### src/rtl/core/s5af_pkg.sv
// Shared types, codes and constants for the SOCKS5 address field parser.
// No dependencies; every other file in rtl/core uses this package.
package s5af_pkg;

    // Depth of the result queue between the parser front and the output side.
    localparam int QDEPTH = 4;
    localparam int QPTR_W = $clog2(QDEPTH);
    localparam int QCNT_W = $clog2(QDEPTH + 1);

    // Address type bytes as they appear on the wire.
    localparam logic [7:0] ATYP_IPV4   = 8'h01;
    localparam logic [7:0] ATYP_DOMAIN = 8'h03;
    localparam logic [7:0] ATYP_IPV6   = 8'h04;

    localparam logic [7:0] IPV4_LEN = 8'd4;
    localparam logic [7:0] IPV6_LEN = 8'd16;

    typedef enum logic [1:0] {
        KIND_IPV4   = 2'd0,
        KIND_DOMAIN = 2'd1,
        KIND_IPV6   = 2'd2
    } addr_kind_t;

    typedef enum logic [2:0] {
        ST_OK           = 3'd0,
        ST_BAD_TYPE     = 3'd1,
        ST_EMPTY_DOMAIN = 3'd2,
        ST_SHORT_IPV4   = 3'd3,
        ST_SHORT_IPV6   = 3'd4,
        ST_NO_LENGTH    = 3'd5,
        ST_SHORT_DOMAIN = 3'd6
    } status_t;

    typedef enum logic [2:0] {
        PH_TYPE    = 3'd0,
        PH_DLEN    = 3'd1,
        PH_ADDR    = 3'd2,
        PH_PORT_HI = 3'd3,
        PH_PORT_LO = 3'd4,
        PH_DONE    = 3'd5
    } phase_t;

    localparam logic RK_ADDR_BYTE = 1'b0;
    localparam logic RK_STATUS    = 1'b1;

    typedef struct packed {
        logic [7:0] in_byte;
        logic       end_of_buffer;
    } in_item_t;

    typedef struct packed {
        logic        result_kind;
        logic [7:0]  host_byte;
        logic [7:0]  byte_index;
        logic [1:0]  address_type;
        logic [15:0] port_number;
        logic [8:0]  consumed_count;
        logic [2:0]  status;
        logic        last_result;
    } out_item_t;

    // Status reported when the buffer ends inside an address.
    function automatic status_t short_code(input addr_kind_t kind);
        status_t code;
        case (kind)
            KIND_IPV4: code = ST_SHORT_IPV4;
            KIND_IPV6: code = ST_SHORT_IPV6;
            default:   code = ST_SHORT_DOMAIN;
        endcase
        return code;
    endfunction

endpackage

### src/rtl/core/s5af_front.sv
// Parser front: takes one byte per transfer, tracks the field phase and
// produces zero or one result item per byte. Depends on s5af_pkg.
module s5af_front
(
    input  logic                clk,
    input  logic                rst_n,
    input  logic                accept,
    input  s5af_pkg::in_item_t  item,
    output logic                res_valid,
    output s5af_pkg::out_item_t res
);

    s5af_pkg::phase_t     phase_reg, phase_next;
    s5af_pkg::addr_kind_t kind_reg, kind_next;
    logic [7:0]           left_reg, left_next;
    logic [7:0]           hpos_reg, hpos_next;
    logic [7:0]           port_hi_reg, port_hi_next;
    logic [8:0]           used_reg, used_next;

    // Decoded event for the current byte.
    logic                 emit_status;
    logic                 emit_byte;
    s5af_pkg::status_t    code;
    s5af_pkg::addr_kind_t kind_eff;
    logic [7:0]           left_dec;
    logic [8:0]           used_inc;
    logic                 eob;
    logic [7:0]           b;

    assign eob      = item.end_of_buffer;
    assign b        = item.in_byte;
    assign left_dec = left_reg - 8'd1;
    // A type byte starts a fresh count.
    assign used_inc = (phase_reg == s5af_pkg::PH_TYPE) ? 9'd1 : used_reg + 9'd1;

    always_comb
    begin
        emit_status = 1'b0;
        emit_byte   = 1'b0;
        code        = s5af_pkg::ST_OK;
        kind_eff    = kind_reg;
        if (accept)
        begin
            case (phase_reg)
                s5af_pkg::PH_TYPE:
                begin
                    case (b)
                        s5af_pkg::ATYP_IPV4:
                        begin
                            kind_eff    = s5af_pkg::KIND_IPV4;
                            emit_status = eob;
                            code        = s5af_pkg::ST_SHORT_IPV4;
                        end
                        s5af_pkg::ATYP_IPV6:
                        begin
                            kind_eff    = s5af_pkg::KIND_IPV6;
                            emit_status = eob;
                            code        = s5af_pkg::ST_SHORT_IPV6;
                        end
                        s5af_pkg::ATYP_DOMAIN:
                        begin
                            kind_eff    = s5af_pkg::KIND_DOMAIN;
                            emit_status = eob;
                            code        = s5af_pkg::ST_NO_LENGTH;
                        end
                        default:
                        begin
                            kind_eff    = s5af_pkg::KIND_IPV4;
                            emit_status = 1'b1;
                            code        = s5af_pkg::ST_BAD_TYPE;
                        end
                    endcase
                end
                s5af_pkg::PH_DLEN:
                begin
                    // An empty domain wins over a buffer that ends here.
                    if (b == 8'd0)
                    begin
                        emit_status = 1'b1;
                        code        = s5af_pkg::ST_EMPTY_DOMAIN;
                    end
                    else if (eob)
                    begin
                        emit_status = 1'b1;
                        code        = s5af_pkg::ST_SHORT_DOMAIN;
                    end
                end
                s5af_pkg::PH_ADDR:
                begin
                    emit_status = eob;
                    emit_byte   = !eob;
                    code        = s5af_pkg::short_code(kind_reg);
                end
                s5af_pkg::PH_PORT_HI:
                begin
                    emit_status = eob;
                    code        = s5af_pkg::short_code(kind_reg);
                end
                s5af_pkg::PH_PORT_LO:
                begin
                    emit_status = 1'b1;
                    code        = s5af_pkg::ST_OK;
                end
                default:
                begin
                    emit_status = 1'b0;
                end
            endcase
        end
    end

    // Next state.
    always_comb
    begin
        phase_next   = phase_reg;
        kind_next    = kind_reg;
        left_next    = left_reg;
        hpos_next    = hpos_reg;
        port_hi_next = port_hi_reg;
        used_next    = used_reg;
        if (accept)
        begin
            if (phase_reg == s5af_pkg::PH_DONE)
            begin
                if (eob)
                begin
                    phase_next = s5af_pkg::PH_TYPE;
                end
            end
            else
            begin
                used_next = used_inc;
                kind_next = kind_eff;
                case (phase_reg)
                    s5af_pkg::PH_TYPE:
                    begin
                        hpos_next    = 8'd0;
                        port_hi_next = 8'd0;
                        left_next    = 8'd0;
                        case (b)
                            s5af_pkg::ATYP_IPV4:
                            begin
                                left_next  = s5af_pkg::IPV4_LEN;
                                phase_next = s5af_pkg::PH_ADDR;
                            end
                            s5af_pkg::ATYP_IPV6:
                            begin
                                left_next  = s5af_pkg::IPV6_LEN;
                                phase_next = s5af_pkg::PH_ADDR;
                            end
                            s5af_pkg::ATYP_DOMAIN:
                            begin
                                phase_next = s5af_pkg::PH_DLEN;
                            end
                            default:
                            begin
                                phase_next = s5af_pkg::PH_TYPE;
                            end
                        endcase
                    end
                    s5af_pkg::PH_DLEN:
                    begin
                        left_next  = b;
                        phase_next = s5af_pkg::PH_ADDR;
                    end
                    s5af_pkg::PH_ADDR:
                    begin
                        hpos_next = hpos_reg + 8'd1;
                        left_next = left_dec;
                        if (left_dec == 8'd0)
                        begin
                            phase_next = s5af_pkg::PH_PORT_HI;
                        end
                    end
                    s5af_pkg::PH_PORT_HI:
                    begin
                        port_hi_next = b;
                        phase_next   = s5af_pkg::PH_PORT_LO;
                    end
                    default:
                    begin
                        phase_next = phase_reg;
                    end
                endcase
                // A status item closes the field; its own end byte re-arms at once.
                if (emit_status)
                begin
                    phase_next = eob ? s5af_pkg::PH_TYPE : s5af_pkg::PH_DONE;
                end
            end
        end
    end

    // Result item.
    always_comb
    begin
        res       = '0;
        res_valid = emit_status || emit_byte;
        if (emit_byte)
        begin
            res.result_kind  = s5af_pkg::RK_ADDR_BYTE;
            res.host_byte    = b;
            res.byte_index   = hpos_reg;
            res.address_type = kind_reg;
        end
        else if (emit_status)
        begin
            res.result_kind  = s5af_pkg::RK_STATUS;
            res.address_type = kind_eff;
            res.status       = code;
            res.last_result  = 1'b1;
            if (code == s5af_pkg::ST_OK)
            begin
                res.port_number    = {port_hi_reg, b};
                res.consumed_count = used_inc;
            end
        end
    end

    always_ff @(posedge clk or negedge rst_n)
    begin
        if (!rst_n)
        begin
            phase_reg   <= s5af_pkg::PH_TYPE;
            kind_reg    <= s5af_pkg::KIND_IPV4;
            left_reg    <= 8'd0;
            hpos_reg    <= 8'd0;
            port_hi_reg <= 8'd0;
            used_reg    <= 9'd0;
        end
        else
        begin
            phase_reg   <= phase_next;
            kind_reg    <= kind_next;
            left_reg    <= left_next;
            hpos_reg    <= hpos_next;
            port_hi_reg <= port_hi_next;
            used_reg    <= used_next;
        end
    end

    a_done_rearm: assert property (@(posedge clk) disable iff (!rst_n)
        (accept && eob && phase_reg == s5af_pkg::PH_DONE) |=> phase_reg == s5af_pkg::PH_TYPE)
        else $error("parser did not re-arm on end of buffer");

    a_byte_only_in_addr: assert property (@(posedge clk) disable iff (!rst_n)
        (res_valid && res.result_kind == s5af_pkg::RK_ADDR_BYTE)
            |-> (phase_reg == s5af_pkg::PH_ADDR && left_reg != 8'd0))
        else $error("address byte emitted outside the address phase");

endmodule

### src/rtl/core/s5af_queue.sv
// Result queue and output side: holds parsed result items until the consumer
// takes them, so front and back stall independently. Depends on s5af_pkg.
module s5af_queue
(
    input  logic                clk,
    input  logic                rst_n,
    input  logic                wr_en,
    input  s5af_pkg::out_item_t wr_data,
    output logic                full,
    input  logic                pop,
    output logic                empty,
    output s5af_pkg::out_item_t rd_data
);

    s5af_pkg::out_item_t                mem [s5af_pkg::QDEPTH];
    logic [s5af_pkg::QPTR_W-1:0]        wr_ptr_reg, wr_ptr_next;
    logic [s5af_pkg::QPTR_W-1:0]        rd_ptr_reg, rd_ptr_next;
    logic [s5af_pkg::QCNT_W-1:0]        count_reg, count_next;
    logic                               rd_en;

    assign full    = (count_reg == s5af_pkg::QCNT_W'(s5af_pkg::QDEPTH));
    assign empty   = (count_reg == '0);
    assign rd_en   = pop && !empty;
    assign rd_data = mem[rd_ptr_reg];

    always_comb
    begin
        wr_ptr_next = wr_en ? wr_ptr_reg + 1'b1 : wr_ptr_reg;
        rd_ptr_next = rd_en ? rd_ptr_reg + 1'b1 : rd_ptr_reg;
        count_next  = count_reg;
        if (wr_en && !rd_en)
        begin
            count_next = count_reg + 1'b1;
        end
        else if (rd_en && !wr_en)
        begin
            count_next = count_reg - 1'b1;
        end
    end

    always_ff @(posedge clk)
    begin
        if (wr_en)
        begin
            mem[wr_ptr_reg] <= wr_data;
        end
    end

    always_ff @(posedge clk or negedge rst_n)
    begin
        if (!rst_n)
        begin
            wr_ptr_reg <= '0;
            rd_ptr_reg <= '0;
            count_reg  <= '0;
        end
        else
        begin
            wr_ptr_reg <= wr_ptr_next;
            rd_ptr_reg <= rd_ptr_next;
            count_reg  <= count_next;
        end
    end

    a_no_overflow: assert property (@(posedge clk) disable iff (!rst_n)
        wr_en |-> !full)
        else $error("write into a full result queue");

    a_ptr_count: assert property (@(posedge clk) disable iff (!rst_n)
        (count_reg == '0 || count_reg == s5af_pkg::QCNT_W'(s5af_pkg::QDEPTH))
            == (wr_ptr_reg == rd_ptr_reg))
        else $error("queue pointers disagree with the fill count");

endmodule

### src/rtl/core/socks5_address_field_parser_core.sv
// Top level of the SOCKS5 address field parser: parser front feeding a
// result queue. Depends on s5af_pkg, s5af_front and s5af_queue.
//
//  channel   handshake          payload               transfer when
//  request   push / full        s5af_pkg::in_item_t   push && !full
//  result    pop / empty        s5af_pkg::out_item_t  pop && !empty
//
// One byte is taken per cycle while full is low; the parser phase updates in the same cycle.
// A result is written into the result queue as its byte is taken and waits there until popped.
// full rises only when the four-entry result queue is full.
// Reset (rst_n low) returns the parser to expecting a type byte and empties the queue.
module socks5_address_field_parser_core
(
    input  logic                clk,
    input  logic                rst_n,
    input  logic                push,
    output logic                full,
    input  s5af_pkg::in_item_t  request,
    input  logic                pop,
    output logic                empty,
    output s5af_pkg::out_item_t result
);

    logic                accept;
    logic                res_valid;
    s5af_pkg::out_item_t res;

    assign accept = push && !full;

    s5af_front u_front
    (
        .clk       (clk),
        .rst_n     (rst_n),
        .accept    (accept),
        .item      (request),
        .res_valid (res_valid),
        .res       (res)
    );

    s5af_queue u_queue
    (
        .clk     (clk),
        .rst_n   (rst_n),
        .wr_en   (res_valid),
        .wr_data (res),
        .full    (full),
        .pop     (pop),
        .empty   (empty),
        .rd_data (result)
    );

endmodule

### config.mk
export PLATFORM = sky130hd
export DESIGN_NAME = socks5_address_field_parser_core
export DESIGN_NICKNAME = d
export VERILOG_FILES = /design/src/rtl/core/s5af_pkg.sv /design/src/rtl/core/s5af_front.sv /design/src/rtl/core/s5af_queue.sv /design/src/rtl/core/socks5_address_field_parser_core.sv
export SDC_FILE = /design/constraint.sdc
export NUM_CORES = 1
export LEC_CHECK = 0
export BUFFER_PORTS_ARGS = -buffer_cell sky130_fd_sc_hd__buf_2
export CORE_MARGIN = 2
export CORE_UTILIZATION = 40
export CTS_CLUSTER_DIAMETER = 60
export DETAILED_ROUTE_END_ITERATION = 16
export PLACE_DENSITY = 0.67
export SETUP_SLACK_MARGIN = 0.5
export SLEW_MARGIN = 20
export SYNTH_ARGS = -nofsm -noshare
export SYNTH_HDL_FRONTEND = slang
export SYNTH_HIERARCHICAL = 1
export SYNTH_SLANG_ARGS = --single-unit
export TNS_END_PERCENT = 50
### constraint.sdc
create_clock -name clk -period 3.95 [get_ports clk]
set_input_delay 0.1975 -clock clk [delete_from_list [all_inputs] [get_ports clk]]
set_output_delay 0.1975 -clock clk [all_outputs]
set_load 0.05 [all_outputs]
Word-level counts from Yosys, hierarchy flattened
Memory sizes are Yosys's and may differ from the RTL's.
Index checks and enable logic that the tools add are counted.
{"block": "totals", "regBits": 45, "mem_bits_rw": 192, "in_bits": 13, "wordCells": 98, "mem_count": 1}
{"memory": "u_queue.mem", "words": 4, "width": 48, "rd": 1, "rd_ports_with_merged_regs": 0, "write_ports": 1, "line": "s5af_queue.sv:15", "text": "s5af_pkg::out_item_t mem [s5af_pkg::QDEPTH];"}
{"block": "op_classes", "add_sub_neg": 7, "eq_ne": 12, "mux": 39, "bitwise_logic": 1, "reduce_logical": 29}
{"cell": "case mux 8 bit (2 select lines)", "count": 2}
{"cell": "2-to-1 mux 31 bit", "count": 1}
{"cell": "2-to-1 mux 3 bit", "count": 10}
{"cell": "2-to-1 mux 29 bit", "count": 1}
{"cell": "2-to-1 mux 25 bit", "count": 1}
{"cell": "case mux 8 bit (3 select lines)", "count": 1}
{"cell": "case mux 3 bit (3 select lines)", "count": 2}
{"cell": "logical NOT 8 bit", "count": 2}
{"cell": "2-to-1 mux 16 bit", "count": 1}
{"cell": "case mux 3 bit (4 select lines)", "count": 1}
{"cell": "2-to-1 mux 1 bit", "count": 10}
{"cell": "case mux 5 bit (2 select lines)", "count": 1}
{"cell": "adder 9 x 1 -> 9 bit (second input constant)", "count": 1}
{"cell": "equality test 3 bit (second input constant)", "count": 3}
{"cell": "logical NOT 3 bit", "count": 3}
{"cell": "2-to-1 mux 9 bit", "count": 1}
{"cell": "AND reduction 3 bit", "count": 3}
{"cell": "adder 8 x 1 -> 8 bit (second input constant)", "count": 1}
{"cell": "equality test 8 x 1 -> 1 bit (second input constant)", "count": 1}
{"cell": "equality test 8 x 2 -> 1 bit (second input constant)", "count": 1}
{"cell": "equality test 8 x 3 -> 1 bit (second input constant)", "count": 1}
{"cell": "case mux 2 bit (2 select lines)", "count": 2}
{"cell": "subtractor 8 x 1 -> 8 bit (second input constant)", "count": 1}
{"cell": "equality test 3 x 2 -> 1 bit (second input constant)", "count": 2}
{"cell": "other kinds (22)", "count": 35}

Depth between registers and ports, before layout
Gate-level depths: netlist of the first run.
{"block": "logic_depth", "ltp_word": 10, "mapped_depth": 12}

Cells and area by module
Netlist of the first run, hierarchy kept.
{"module": "s5af_queue", "instances": 1, "cells_each": 286, "area_per_inst_um2": 7382.1}
{"module": "s5af_front", "instances": 1, "cells_each": 331, "area_per_inst_um2": 2721.4}
{"module": "socks5_address_field_parser_core", "instances": 1, "cells_each": 1, "area_per_inst_um2": 13.8}

Least setup slack after synthesis of the first run
No wires, ideal clock.
{"block": "synth_path", "path_kind": "register to register", "start": "reg u_queue/count_reg[0] (netlist name)", "end": "mem u_queue/mem[0][0] (netlist name), enable pin", "setup_time_ns": 0.476, "arrival_ns": 3.136, "slack_ns": 0.338, "path_stages_with_launch": 7, "n_path_buf": 1, "synth_period_minus_slack_ns": 3.612, "cell_sequence": "dfrtp_1 nor3b_1 nor2b_4 clkbuf_1 o211ai_2 o21ai_1 and2_1"}
{"block": "synth_between", "elab_chain_cells": 7}
{"element": "start: declaration", "line": "s5af_queue.sv:18", "text": "logic [s5af_pkg::QCNT_W-1:0] count_reg, count_next;"}
{"element": "start signal: assignment", "line": "s5af_queue.sv:61", "text": "count_reg <= count_next;"}
{"element": "equality test 3 bit (*)", "line": "s5af_queue.sv:21", "text": "assign full = (count_reg == s5af_pkg::QCNT_W'(s5af_pkg::QDEPTH));"}
{"element": "named net full", "line": "socks5_address_field_parser_core.sv:17", "text": "output logic full,"}
{"element": "logical NOT 1 bit (*)", "line": "socks5_address_field_parser_core.sv:28", "text": "assign accept = push && !full;"}
{"element": "logical AND 1 bit (*)", "line": "socks5_address_field_parser_core.sv:28"}
{"element": "named net accept", "line": "socks5_address_field_parser_core.sv:24", "text": "logic accept;"}
{"element": "2-to-1 mux 1 bit", "line": "s5af_front.sv:42", "text": "if (accept)"}
{"element": "logical OR 1 bit (*)", "line": "s5af_front.sv:198", "text": "res_valid = emit_status || emit_byte;"}
{"element": "named net res_valid", "line": "socks5_address_field_parser_core.sv:25", "text": "logic res_valid;"}
{"element": "2-to-1 mux 1 bit (*)", "line": "s5af_queue.sv:43", "text": "if (wr_en)"}
{"element": "2-to-1 mux 1 bit (not written as such) (*)", "line": "s5af_queue.sv:45", "text": "mem[wr_ptr_reg] <= wr_data;"}
{"element": "end: declaration", "line": "s5af_queue.sv:15"}
Mark *: on every way through the listed nets, which the timed path passes. The rest lies on a longest branch.

Final worst setup path of the first run
{"block": "layout_path", "start": "reg u_front.phase_reg[0]", "end": "reg u_queue/count_reg[2] (netlist name)"}
{"block": "layout_between", "elab_chain_cells": 8}
{"element": "start: declaration", "line": "s5af_front.sv:13", "text": "s5af_pkg::phase_t phase_reg, phase_next;"}
{"element": "start signal: assignment", "line": "s5af_front.sv:224", "text": "phase_reg <= s5af_pkg::PH_TYPE;"}
{"element": "start signal: assignment", "line": "s5af_front.sv:233", "text": "phase_reg <= phase_next;"}
{"element": "equality test 3 x 2 -> 1 bit", "line": "s5af_front.sv:44", "text": "case (phase_reg)"}
{"element": "OR reduction 2 bit (no line)"}
{"element": "case mux 1 bit (4 select lines)", "line": "s5af_front.sv:44"}
{"element": "2-to-1 mux 1 bit", "line": "s5af_front.sv:42"}
{"element": "logical OR 1 bit (*)", "line": "s5af_front.sv:198"}
{"element": "named net res_valid", "line": "socks5_address_field_parser_core.sv:25"}
{"element": "logical NOT 1 bit", "line": "s5af_queue.sv:35", "text": "else if (rd_en && !wr_en)"}
{"element": "logical AND 1 bit", "line": "s5af_queue.sv:35"}
{"element": "nonzero test 2 bit (no line)"}
Marked as above.
A chain may end at the register's enable or synchronous reset.

==> implementation parameters, run 1 <==
Parameter                              Value

Place
  Placed wire-length estimate after detailed placement    13200 µm
  Routability-driven placement congestion ratio    0.851
  Inst Count DP    994
  Count of buffers inserted at the top-level ports    62

Timing
  Unrepaired setup endpoints after global routing    false
  Setup violation total in the final timing report    0
  Tcrit/Tclk final    79.7%
  Slew at the pin closest to its max-slew limit    0.856 ns
  Upper clock frequency limit    318 MHz
  Clock skew    0.00858 ns
  Normalized max-slew margin    42.9%
  Shortest clock period the worst path allows after layout    3.15 ns
  Max-slew violation total from the final report    0
  Final total negative setup slack    0 ns
  Final hold viol count    0

Route
  Drt first pass iters    5
  Per-cell via count in the routed design    5.24
  Met2 WL post-DR    9540 µm
  Remaining antenna violation count    0
  Routed WL    19900 µm
  Wirelength per Cell    19.2 µm
  Violation count after the first detailed-route iteration    481
  Met3 Routed Length    981 µm
  Vias after detailed routing    5438
  Met1 wire length    9090 µm
  Post-route DRC    0
  Top sig layer    met4

Clock tree
  Clock insertion delay at the later pin of the skew report    0.49 ns
  Total clock buffers created by CTS    23
  CTS tree    done
  Number of buffers on the longest clock path    3
  Clock root cell    sky130_fd_sc_hd__clkbuf_16
  Total of cells resized after clock tree synthesis    0
  Number of hold buffers added after cts    2
  Clock slew at the register clock pins of the worst setup and hold paths    0.06 ns
  Total number of H-tree levels    1
  Post-CTS setup repair buffer count    0
  Clock sinks    237

Synthesis
  Synthesized instance count    618
  Count of cell types in the netlist    64
  Syn_area_per_cell    16.4 µm²
  Main synth FF type    sky130_fd_sc_hd__edfxtp_1
  Number of flops mapped to enable cells by yosys    192
  Ys Warns    6
  Async set-or-reset flop fraction in the synthesized netlist    19.0%
  Number of flip-flops and latches in the synthesized netlist    237
  Cell area after synthesis    10100 µm²
  Portion of the post-synthesis area used by sequential elements    68.1%
  Net count after synthesis    641

Worst setup path
  Required time of the critical path    4.37 ns
  Type of the worst setup path    flip-flop to flip-flop
  Largest incremental delay on the critical path    0.55 ns
  Data arrival time of the critical path    3.57 ns
  Reg2Reg Depth    10
  Worst path slowest cell    sky130_fd_sc_hd__dfrtp_1
  Critical path peak fanout    15
  Sum of buffers and inverters on the critical path    1
  Reg-to-reg setup timing slack    0.80 ns
  Capture point of the worst reg-to-reg path    u_queue/count_reg[2]
  Cell breakdown of the critical path    or3_1 -> o21ai_1 -> o211ai_2 -> o21ai_1 -> ha_1 -> inv_1 -> fa_1 -> xor2_1 -> nor2_1 -> xor2_1
  Type of element capturing the critical path    flip-flop
  R2R Path Start    u_front/phase_reg[0]
  Category of cells accounting for the largest share of critical-path delay    compound AO/OA/AOI/OAI gates
  Critical path launch point type    flip-flop

Floorplan
  Die boundary width    163 µm
  Full die area    26600 µm²
  # rows    58
  Core area    25000 µm²
  Starting Density    40.4%
  Die Y-Extent    163 µm
  Top Ports    63

Finish
  Most common cell after layout, fill and taps aside    sky130_fd_sc_hd__edfxtp_1
  Number of standard cells in the final layout excluding fillers    1038
  Diodes inserted    0
  Flip-flop count of the largest register, all copies and words added    192
  Share of post-route cells with drive strength above 1    25.8%
  Total area of multi-input combinational cells    2960 µm²
  Relative area change from synthesis to final layout    14.0%
  Final Core Density    46.1%
  Number of fill cells    2175
  Fin nets    715
  Most frequent cells in the layout    192 x sky130_fd_sc_hd__edfxtp_1, 61 x sky130_fd_sc_hd__buf_2, 48 x sky130_fd_sc_hd__mux4_2
  Area occupied by registers    6900 µm²

Worst hold path
  Critical hold path startpoint    request[3]
  Capture endpoint of the worst hold path    u_front/kind_reg[1]
  Min-delay worst type    primary input to flip-flop
  Count of cells along the worst hold path    3

Job
  Count of maximum capacitance violations    0

Pwr
  Peak supply drop    0.460 mV
  Cell internal pwr    5750 µW
  Share of power burned in registers    38.8%
  Clock power share    21.8%
  PD cells    830 nW/µm²
  Static leakage power    0.00409 µW
  Combinational group share of total power    39.4%
  NetSw    3830 µW
  Fraction of power spent switching nets    40.0%

Global route
  First-pass GRT wire length    31600 µm
  Total congestion overflow    0
  Maximum number of pins on one net before global-route repair    51
  Initial antenna violation count    0
  Via count of the first global-routing pass    5589
  GR Util All Layers    15.4%

Run status
  Outcome    finished, final reports clean
[cells in the mapped netlist, drive strengths merged, types with 5 or more instances]
| library cell | number | share of area [%] |
|---|---|---|
| ha | 9 | 1.1 |
| dfrtp | 45 | 11 |
| edfxtp | 192 | 57 |
| nand2b | 15 | 0.93 |
| and3 | 5 | 0.31 |
| buf | 17 | 1.8 |
| inv | 13 | 0.48 |
| nand2 | 28 | 1.0 |
| xor2 | 9 | 0.78 |
| o21ai | 42 | 2.1 |
| xnor2 | 9 | 0.78 |
| clkbuf | 11 | 0.41 |
| mux4 | 48 | 11 |
| nor2 | 41 | 1.7 |
| nand3 | 8 | 0.40 |
| and2 | 36 | 2.2 |
| nor3 | 7 | 0.40 |
| a21oi | 11 | 0.69 |
| a22o | 16 | 1.4 |
[cells by family (layout without fill, tap and decap cells)]
group / Yosys count / after routing / synth area share (%)
xor+xnor: 18 / 18 / 1.56
mux: 51 / 51 / 11.0
buf+inv: 41 / 131 / 2.72
simple gates: 164 / 164 / 8.74
compound gates: 97 / 97 / 6.55
fa+ha+maj: 10 / 10 / 1.31
flops: 237 / 237 / 68.1
[power by group through the flow]
| stage | logic [µW] | clock network [µW] | registers (µW) |
|---|---|---|---|
| 2_1_floorplan | 3200 | 0 | 3530 |
| 3_3_place_gp | 3710 | 0 | 3840 |
| 3_5_place_dp | 3720 | 0 | 3850 |
| 4_1_cts | 3740 | 2130 | 3800 |
| 5_1_grt | 4050 | 2240 | 3790 |
| 6_report | 3770 | 2080 | 3710 |
[worst max path at each step]
stage                    startpoint              endpoint  cells after the start
6_report       u_front/phase_reg[0]  u_queue/count_reg[2]                     10
3_3_place_gp   u_front/phase_reg[2]  u_queue/count_reg[2]                     10
2_1_floorplan  u_front/phase_reg[1]     u_queue/mem[1][0]                      6
3_5_place_dp   u_front/phase_reg[0]  u_queue/count_reg[2]                     10
5_1_grt        u_front/phase_reg[0]  u_queue/count_reg[2]                     10
4_1_cts        u_front/phase_reg[0]  u_queue/count_reg[2]                     10
[worst min-delay path: cells and delay by family]
kind / cells / cell delay (ns)
simple gates: 1 / 0.11
compound gates: 1 / 0.08
buf+inv: 1 / 0.17
[metal layers]
metal  up-vias  track usage (%)
met2       139             25.3
li1       2542                -
met3        20             2.29
met4         0             3.90
met5         -                0
met1      2737             21.9
[final cells by class]
class                   instances  share of cell area [%]
clock inverters                16                    1.21
repair buffers                 77                    4.27
clock buffers                  25                    5.05
multi-input cells             340                    25.7
well taps                     330                    3.58
inverters                      13                   0.423
flip-flops and latches        237                    59.8
[metrics by stage]
stage          total power (µW)  hold slack (ns)  area, µm²  setup slack (ns)
6_report                   9570            0.129      11500             0.801
5_1_grt                   10100            0.149      11500             0.506
4_1_cts                    9670            0.108      11500             0.797
3_5_place_dp               7570            0.440      10800             0.794
3_3_place_gp               7550            0.438      10800             0.871
2_1_floorplan              6730          -0.0981      10100             0.804
(Power assumes the default switching activity.)
==> inputs of run 2 (changes only) <==
Settings changed: ABC_AREA set to 1, PLACE_DENSITY 0.67 to 0.69.
Clock period 3.95 ns to 2.8 ns, I/O delays scaled along.
==> run 2 against run 1 <==
Against the previous run: die area up 6.5%; sequential power up 34%; worst setup slack worse by 0.19 ns; sequential share of layout area down 4.4 points; clock skew up 0.0031 ns.
==> implementation parameters, run 2 <==
Parameter                              Value

Global route
  Total congestion overflow    0
  Via count of the first global-routing pass    7048
  Initial antenna violation count    0
  First-pass GRT wire length    36300 µm
  Maximum number of pins on one net before global-route repair    71
  GR Util All Layers    16.2%

Finish
  Fin nets    1109
  Diodes inserted    0
  Flip-flop count of the largest register, all copies and words added    192
  Relative area change from synthesis to final layout    15.4%
  Most frequent cells in the layout    229 x sky130_fd_sc_hd__nand2_1, 192 x sky130_fd_sc_hd__edfxtp_1, 166 x sky130_fd_sc_hd__inv_1
  Share of post-route cells with drive strength above 1    16.6%
  Most common cell after layout, fill and taps aside    sky130_fd_sc_hd__nand2_1

Synthesis
  Cell area after synthesis    10800 µm²
  Syn_area_per_cell    10.7 µm²
  Top cell type by total area after synthesis    sky130_fd_sc_hd__edfxtp_1
  Number of flip-flops and latches in the synthesized netlist    237
  Area contributors post-synth    sky130_fd_sc_hd__edfxtp_1 53%, sky130_fd_sc_hd__dfrtp_1 10%, sky130_fd_sc_hd__nand2_1 8.2%, sky130_fd_sc_hd__o211ai_1 6.3%, sky130_fd_sc_hd__inv_1 6.0%
  Async set-or-reset flop fraction in the synthesized netlist    19.0%
  Portion of the post-synthesis area used by sequential elements    63.9%
  Net count after synthesis    1031
  Most frequently used cell type in the post-synthesis netlist    sky130_fd_sc_hd__nand2_1
  Main synth FF type    sky130_fd_sc_hd__edfxtp_1
  Share of Yosys cell area claimed by the top area cell type    53.4%
  Synthesized instance count    1008
  Number of flops mapped to enable cells by yosys    192
  Top cells by instance count after synthesis    235 x sky130_fd_sc_hd__nand2_1, 192 x sky130_fd_sc_hd__edfxtp_1, 172 x sky130_fd_sc_hd__inv_1
  Ys Warns    6
  Count of cell types in the netlist    41

Timing
  Normalized max-slew margin    35.1%
  Setup violation total in the final timing report    0
  Post-route setup slack    0.612 ns
  Upper clock frequency limit    457 MHz
  Clock skew    0.0117 ns
  Final hold viol count    0
  Unrepaired setup endpoints after global routing    true
  Max-slew violation total from the final report    0
  Shortest clock period the worst path allows after layout    2.19 ns
  Slew at the pin closest to its max-slew limit    0.973 ns
  Tcrit/Tclk final    78.1%
  Final total negative setup slack    0 ns

Route
  Per-cell via count in the routed design    4.95
  Routed WL    22600 µm
  Wirelength per Cell    15.6 µm
  Post-route DRC    0
  Vias after detailed routing    7167
  Violation count after the first detailed-route iteration    477
  Drt first pass iters    4
  Remaining antenna violation count    0

Worst setup path
  Type of element capturing the critical path    output pin
  Worst path slowest cell    sky130_fd_sc_hd__dfrtp_1
  Critical path launch point type    flip-flop
  Reg2Reg Depth    14
  Category of cells accounting for the largest share of critical-path delay    buffers and inverters
  Data arrival time of the critical path    2.05 ns
  Reg-to-reg setup timing slack    0.62 ns
  Type of the worst setup path    flip-flop to output pin
  Largest incremental delay on the critical path    0.42 ns
  Sum of buffers and inverters on the critical path    3
  Most prevalent standard cell on the critical path    sky130_fd_sc_hd__nand2_1
  Critical path peak fanout    61
  Required time of the critical path    2.66 ns
  R2R Path Start    u_front/phase_reg[0]
  Capture point of the worst reg-to-reg path    u_queue/count_reg[2]
  Cell breakdown of the critical path    inv_4 -> buf_8 -> nand2_1 -> o211ai_1 -> nand2_1 -> buf_2

Floorplan
  # rows    60
  Full die area    28300 µm²
  Die boundary width    168 µm
  Core area    26700 µm²
  Starting Density    40.4%
  Die Y-Extent    168 µm
  Top Ports    63

Pwr
  Share of power burned in registers    33.2%
  Static leakage power    0.00521 µW
  NetSw    6630 µW
  Fraction of power spent switching nets    44.3%
  Peak supply drop    0.554 mV
  PD cells    1200 nW/µm²
  Clock power share    21.9%
  Cell internal pwr    8320 µW
  Combinational group share of total power    45.0%

Run status
  Outcome    finished, final reports clean

Job
  Count of maximum capacitance violations    0

Clock tree
  Number of buffers on the longest clock path    3
  Clock slew at the register clock pins of the worst setup and hold paths    0.06 ns
  Clock insertion delay at the later pin of the skew report    0.52 ns
  Total clock buffers created by CTS    26
  Total number of H-tree levels    1
  Clock sinks    237
  CTS tree    done
  Clock root cell    sky130_fd_sc_hd__clkbuf_16

Worst hold path
  Capture endpoint of the worst hold path    u_front/left_reg[7]
  Count of cells along the worst hold path    3
  Critical hold path startpoint    request[8]
  Min-delay worst type    primary input to flip-flop

Place
  Count of buffers inserted at the top-level ports    62
  Placed wire-length estimate after detailed placement    15000 µm
  Post-placement worst setup slack    0.305 ns
  Routability-driven placement congestion ratio    0.906
[run 2: per-stage QoR]
step           cell area, µm²  total power [µW]  utilization (%)  cells  hold WS (ns)
2_1_floorplan           10900             10300                -   1008        -0.156
3_3_place_gp            11400             11500             42.8   1386         0.340
3_5_place_dp            11400             11600             42.8   1386         0.347
4_1_cts                 12400             15000             46.3   1442       0.00706
5_1_grt                 12500             15800             46.6   1447        0.0415
6_report                12500             14900             46.6   1447        0.0316
[run 2: kinds of logic (layout without fill, tap and decap cells)]
family	after synthesis	in the layout	synth area share (%)
xor+xnor	2	2	0.162
flops	237	237	63.9
buf+inv	225	323	9.77
compound gates	164	164	10.5
fa+ha+maj	10	10	1.23
simple gates	370	370	14.5
[run 2: timing repair]
action | 4_1_cts | 5_1_grt
gates resized for setup | 8 | 18
gates cloned | 0 | 0
setup endpoints to repair | 224 | 220
pin swaps | 1 | 4
endpoints found under the hold margin | 43 | 0
hold buffers | 6 | 0
setup buffers | 2 | 5
[run 2: area by class of cell]
cell class	count	area [µm²]
multi-input combinational	546	2940
clock buffer	35	706
sequential	237	6900
timing repair buffer	94	654
clock inverter	13	129
inverter	181	709
fill	2414	14300
tap	341	427
[run 2: power by group through the flow]
stage	logic, µW	clock network [µW]	registers (µW)
final	6720	3270	4960
after global routing	7280	3500	5030
after CTS	6700	3360	4960
after detailed placement	6610	0	5030
after global placement	6540	0	5010
after floorplan	5320	0	4940
[run 2: worst register-to-register path, stage by stage (launching register included)]
cell and delay [ns]:
sky130_fd_sc_hd__dfrtp_2 0.44, sky130_fd_sc_hd__nor2_4 0.15, sky130_fd_sc_hd__nand2_4 0.08, sky130_fd_sc_hd__nor2_4 0.12
sky130_fd_sc_hd__nand2_1 0.07, sky130_fd_sc_hd__nand3_2 0.12, sky130_fd_sc_hd__nand2_4 0.09, sky130_fd_sc_hd__nand2_2 0.08
sky130_fd_sc_hd__ha_1 0.18, sky130_fd_sc_hd__inv_2 0.06, sky130_fd_sc_hd__fa_1 0.43, sky130_fd_sc_hd__inv_1 0.07
sky130_fd_sc_hd__nand2_1 0.06, sky130_fd_sc_hd__nand4_1 0.09, sky130_fd_sc_hd__nand2_1 0.05
[run 2: worst max path at each step]
stage,startpoint,end,slack (ns),depth (start not counted)
2_1_floorplan,u_queue/count_reg[1],u_queue/mem[1][0],-0.06,11
3_3_place_gp,u_front/phase_reg[0],u_queue/count_reg[2],0.34,14
3_5_place_dp,u_front/phase_reg[0],u_queue/count_reg[2],0.30,14
4_1_cts,u_front/phase_reg[0],u_queue/count_reg[2],0.45,14
5_1_grt,u_queue/count_reg[2],u_queue/count_reg[2],0.45,15
6_report,u_queue/rd_ptr_reg[0],result[2],0.61,6
[run 2: per-layer routing]
layer | vias to the layer above | track usage, % | part of all wire (%)
met5 | - | 0 | 0
met4 | 0 | 6.07 | 3.6
met3 | 56 | 2.94 | 4.8
met2 | 151 | 27.3 | 47
met1 | 3409 | 20.9 | 45
li1 | 3551 | - | -
==> inputs of run 3 (changes only) <==
Settings changed: ABC_AREA 1 to 0, PLACE_DENSITY 0.69 to 0.67.
Clock period 2.8 ns to 2.1 ns, I/O delays scaled along.
==> run 3 against run 2 <==
Against the previous run: the flow now finishes with violations (negative setup slack); hold slack better by 0.028 ns; clock power is 27% higher; worst setup slack worse by 0.79 ns; global-route usage is 1.2 points higher; critical path depth is 2 higher; combinational power is 58% higher; routed wire length is 6.7% higher; sequential share of layout area is 4.6 points lower.
==> implementation parameters, run 3 (synthesis gave the netlist of run 1 again) <==
Parameter                              Value

Route
  Drt first pass iters    7
  Vias after detailed routing    6213
  Violation count after the first detailed-route iteration    461
  Remaining antenna violation count    0
  Per-cell via count in the routed design    5.40
  Wirelength per Cell    21.0 µm
  Routed WL    24200 µm
  Post-route DRC    0

Global route
  Met1 track utilization from global routing    22.9%
  GR Util All Layers    17.4%
  Maximum number of pins on one net before global-route repair    37
  First-pass GRT wire length    35200 µm
  Met3 Usage GRT    2.18%
  Total congestion overflow    0
  Routing layer with the top usage in global route    met2
  Via count of the first global-routing pass    6291
  Initial antenna violation count    0
  Met2 usage    29.8%

Finish
  Diodes inserted    0
  Most common cell after layout, fill and taps aside    sky130_fd_sc_hd__edfxtp_1
  Most frequent cells in the layout    192 x sky130_fd_sc_hd__edfxtp_1, 62 x sky130_fd_sc_hd__buf_4, 48 x sky130_fd_sc_hd__mux4_2
  Share of post-route cells with drive strength above 1    46.3%
  Fin nets    826
  Relative area change from synthesis to final layout    34.3%
  Flip-flop count of the largest register, all copies and words added    192
  Final Core Density    54.3%
  Number of fill cells    1947

Worst setup path
  Cell breakdown of the critical path    or3_4 -> buf_6 -> or3_4 -> a41oi_2 -> buf_4 -> nor3_4 -> buf_12 -> and2_4
  Required time of the critical path    2.36 ns
  Worst path slowest cell    sky130_fd_sc_hd__or3_4
  Type of element capturing the critical path    flip-flop
  Reg-to-reg setup timing slack    -0.18 ns
  Most prevalent standard cell on the critical path    sky130_fd_sc_hd__or3_4
  Category of cells accounting for the largest share of critical-path delay    simple AND/OR/NAND/NOR gates
  Critical path peak fanout    15
  Sum of buffers and inverters on the critical path    3
  Largest incremental delay on the critical path    0.44 ns
  Type of the worst setup path    flip-flop to flip-flop
  Critical path launch point type    flip-flop
  Data arrival time of the critical path    2.54 ns

Pwr
  Static leakage power    0.00501 µW
  Peak supply drop    1.14 mV
  PD cells    1580 nW/µm²

Floorplan
  Top Ports    63
  Die boundary width    163 µm
  # rows    58
  Starting Density    40.4%
  Die Y-Extent    163 µm
  Full die area    26600 µm²
  Core area    25000 µm²

Timing
  Tcrit/Tclk final    109%
  Slew at the pin closest to its max-slew limit    0.836 ns
  Final total negative setup slack    -28.47 ns
  Clock skew    0.0205 ns
  Normalized max-slew margin    44.3%
  Max-slew violation total from the final report    0
  Shortest clock period the worst path allows after layout    2.28 ns
  Post-route setup slack    -0.180 ns
  Final hold viol count    0
  Setup violation total in the final timing report    306
  Unrepaired setup endpoints after global routing    true
  Upper clock frequency limit    439 MHz

Run status
  Violated checks    negative setup slack
  Outcome    complete, but fails checks

Clock tree
  Number of buffers on the longest clock path    3
  Total clock buffers created by CTS    24
  Clock sinks    237
  Total number of H-tree levels    1
  Clock insertion delay at the later pin of the skew report    0.52 ns
  Clock root cell    sky130_fd_sc_hd__clkbuf_16
  Clock slew at the register clock pins of the worst setup and hold paths    0.06 ns
  CTS tree    done

Place
  Placed wire-length estimate after detailed placement    14300 µm
  Count of buffers inserted at the top-level ports    62
  Routability-driven placement congestion ratio    0.932

Job
  Count of maximum capacitance violations    0

Worst hold path
  Min-delay worst type    primary input to flip-flop
==> run 3: cell count changes in the layout (fill, tap and decap cells not counted), moves of 26 or more <==
cell,before,now
sky130_fd_sc_hd__inv_1,166,9
sky130_fd_sc_hd__and2_4,0,36
sky130_fd_sc_hd__buf_4,16,62
sky130_fd_sc_hd__o211ai_1,90,1
sky130_fd_sc_hd__mux4_2,0,48
sky130_fd_sc_hd__nand3_1,31,5
sky130_fd_sc_hd__buf_6,3,45
sky130_fd_sc_hd__nand2_1,229,20
sky130_fd_sc_hd__nor2_1,70,26
==> run 3: per-stage QoR <==
| stage | hold slack (ns) | instances | setup slack [ns] | cell area [µm²] | power, µW |
|---|---|---|---|---|---|
| floorplan | -0.191 | 618 | -0.381 | 10200 | 12800 |
| global placement | 0.242 | 1064 | -0.390 | 11400 | 15000 |
| detailed placement | 0.250 | 1064 | -0.489 | 11400 | 15100 |
| CTS | 0.0405 | 1132 | -0.139 | 12900 | 20600 |
| global route | 0.0731 | 1151 | -0.208 | 13600 | 22400 |
| finish | 0.0599 | 1151 | -0.180 | 13600 | 21500 |
==> run 3: final timing paths <==
check,start,end,cells after the start
setup / recovery,u_front/phase_reg[1],u_queue/mem[0][16],8
hold reg to reg,u_front/used_reg[1],u_front/used_reg[1],2
min in group asynchronous,rst_n,u_front/used_reg[6],2
hold / removal,request[8],u_front/left_reg[7],4
max in group asynchronous,rst_n,u_front/hpos_reg[5],3
setup reg to reg,u_front/phase_reg[1],u_queue/mem[0][16],8
==> run 3: layer usage <==
metal,part of all wire (%),up-vias
met5,0,-
met4,3.0,0
met3,5.0,48
met2,50,186
met1,42,3194
li1,-,2785
==> run 3: worst reg2reg max path: stages, from the launching register on <==
cell and delay [ns]:
sky130_fd_sc_hd__dfrtp_1 0.38, sky130_fd_sc_hd__or3_4 0.44, sky130_fd_sc_hd__buf_6 0.14, sky130_fd_sc_hd__or3_4 0.38, sky130_fd_sc_hd__a41oi_2 0.18, sky130_fd_sc_hd__buf_4 0.15, sky130_fd_sc_hd__nor3_4 0.04, sky130_fd_sc_hd__buf_12 0.15
sky130_fd_sc_hd__and2_4 0.18
==> run 3: repair_timing <==
action / in CTS / in global routing
endpoints found under the hold margin: 33 / 0
gates cloned: 6 / 12
buffers inserted: 15 / 7
pin swaps: 26 / 35
endpoints found under the setup margin: 468 / 474
gates resized for setup: 113 / 109
hold buffers: 3 / 0
==> run 3: layout make-up <==
type	count	area (µm²)	share of cell area, %
clock buffers	35	693	5.10
clock inverters	9	90.1	0.663
inverters	13	48.8	0.359
multi-input cells	340	3430	25.2
flip-flops and latches	237	6900	50.8
well taps	330	413	3.04
repair buffers	187	2010	14.8
==> run 3: report_power, final <==
group          internal [µW]  switching [µW]
clock network           2430            1720
registers               6250             444
logic                   4530            6100
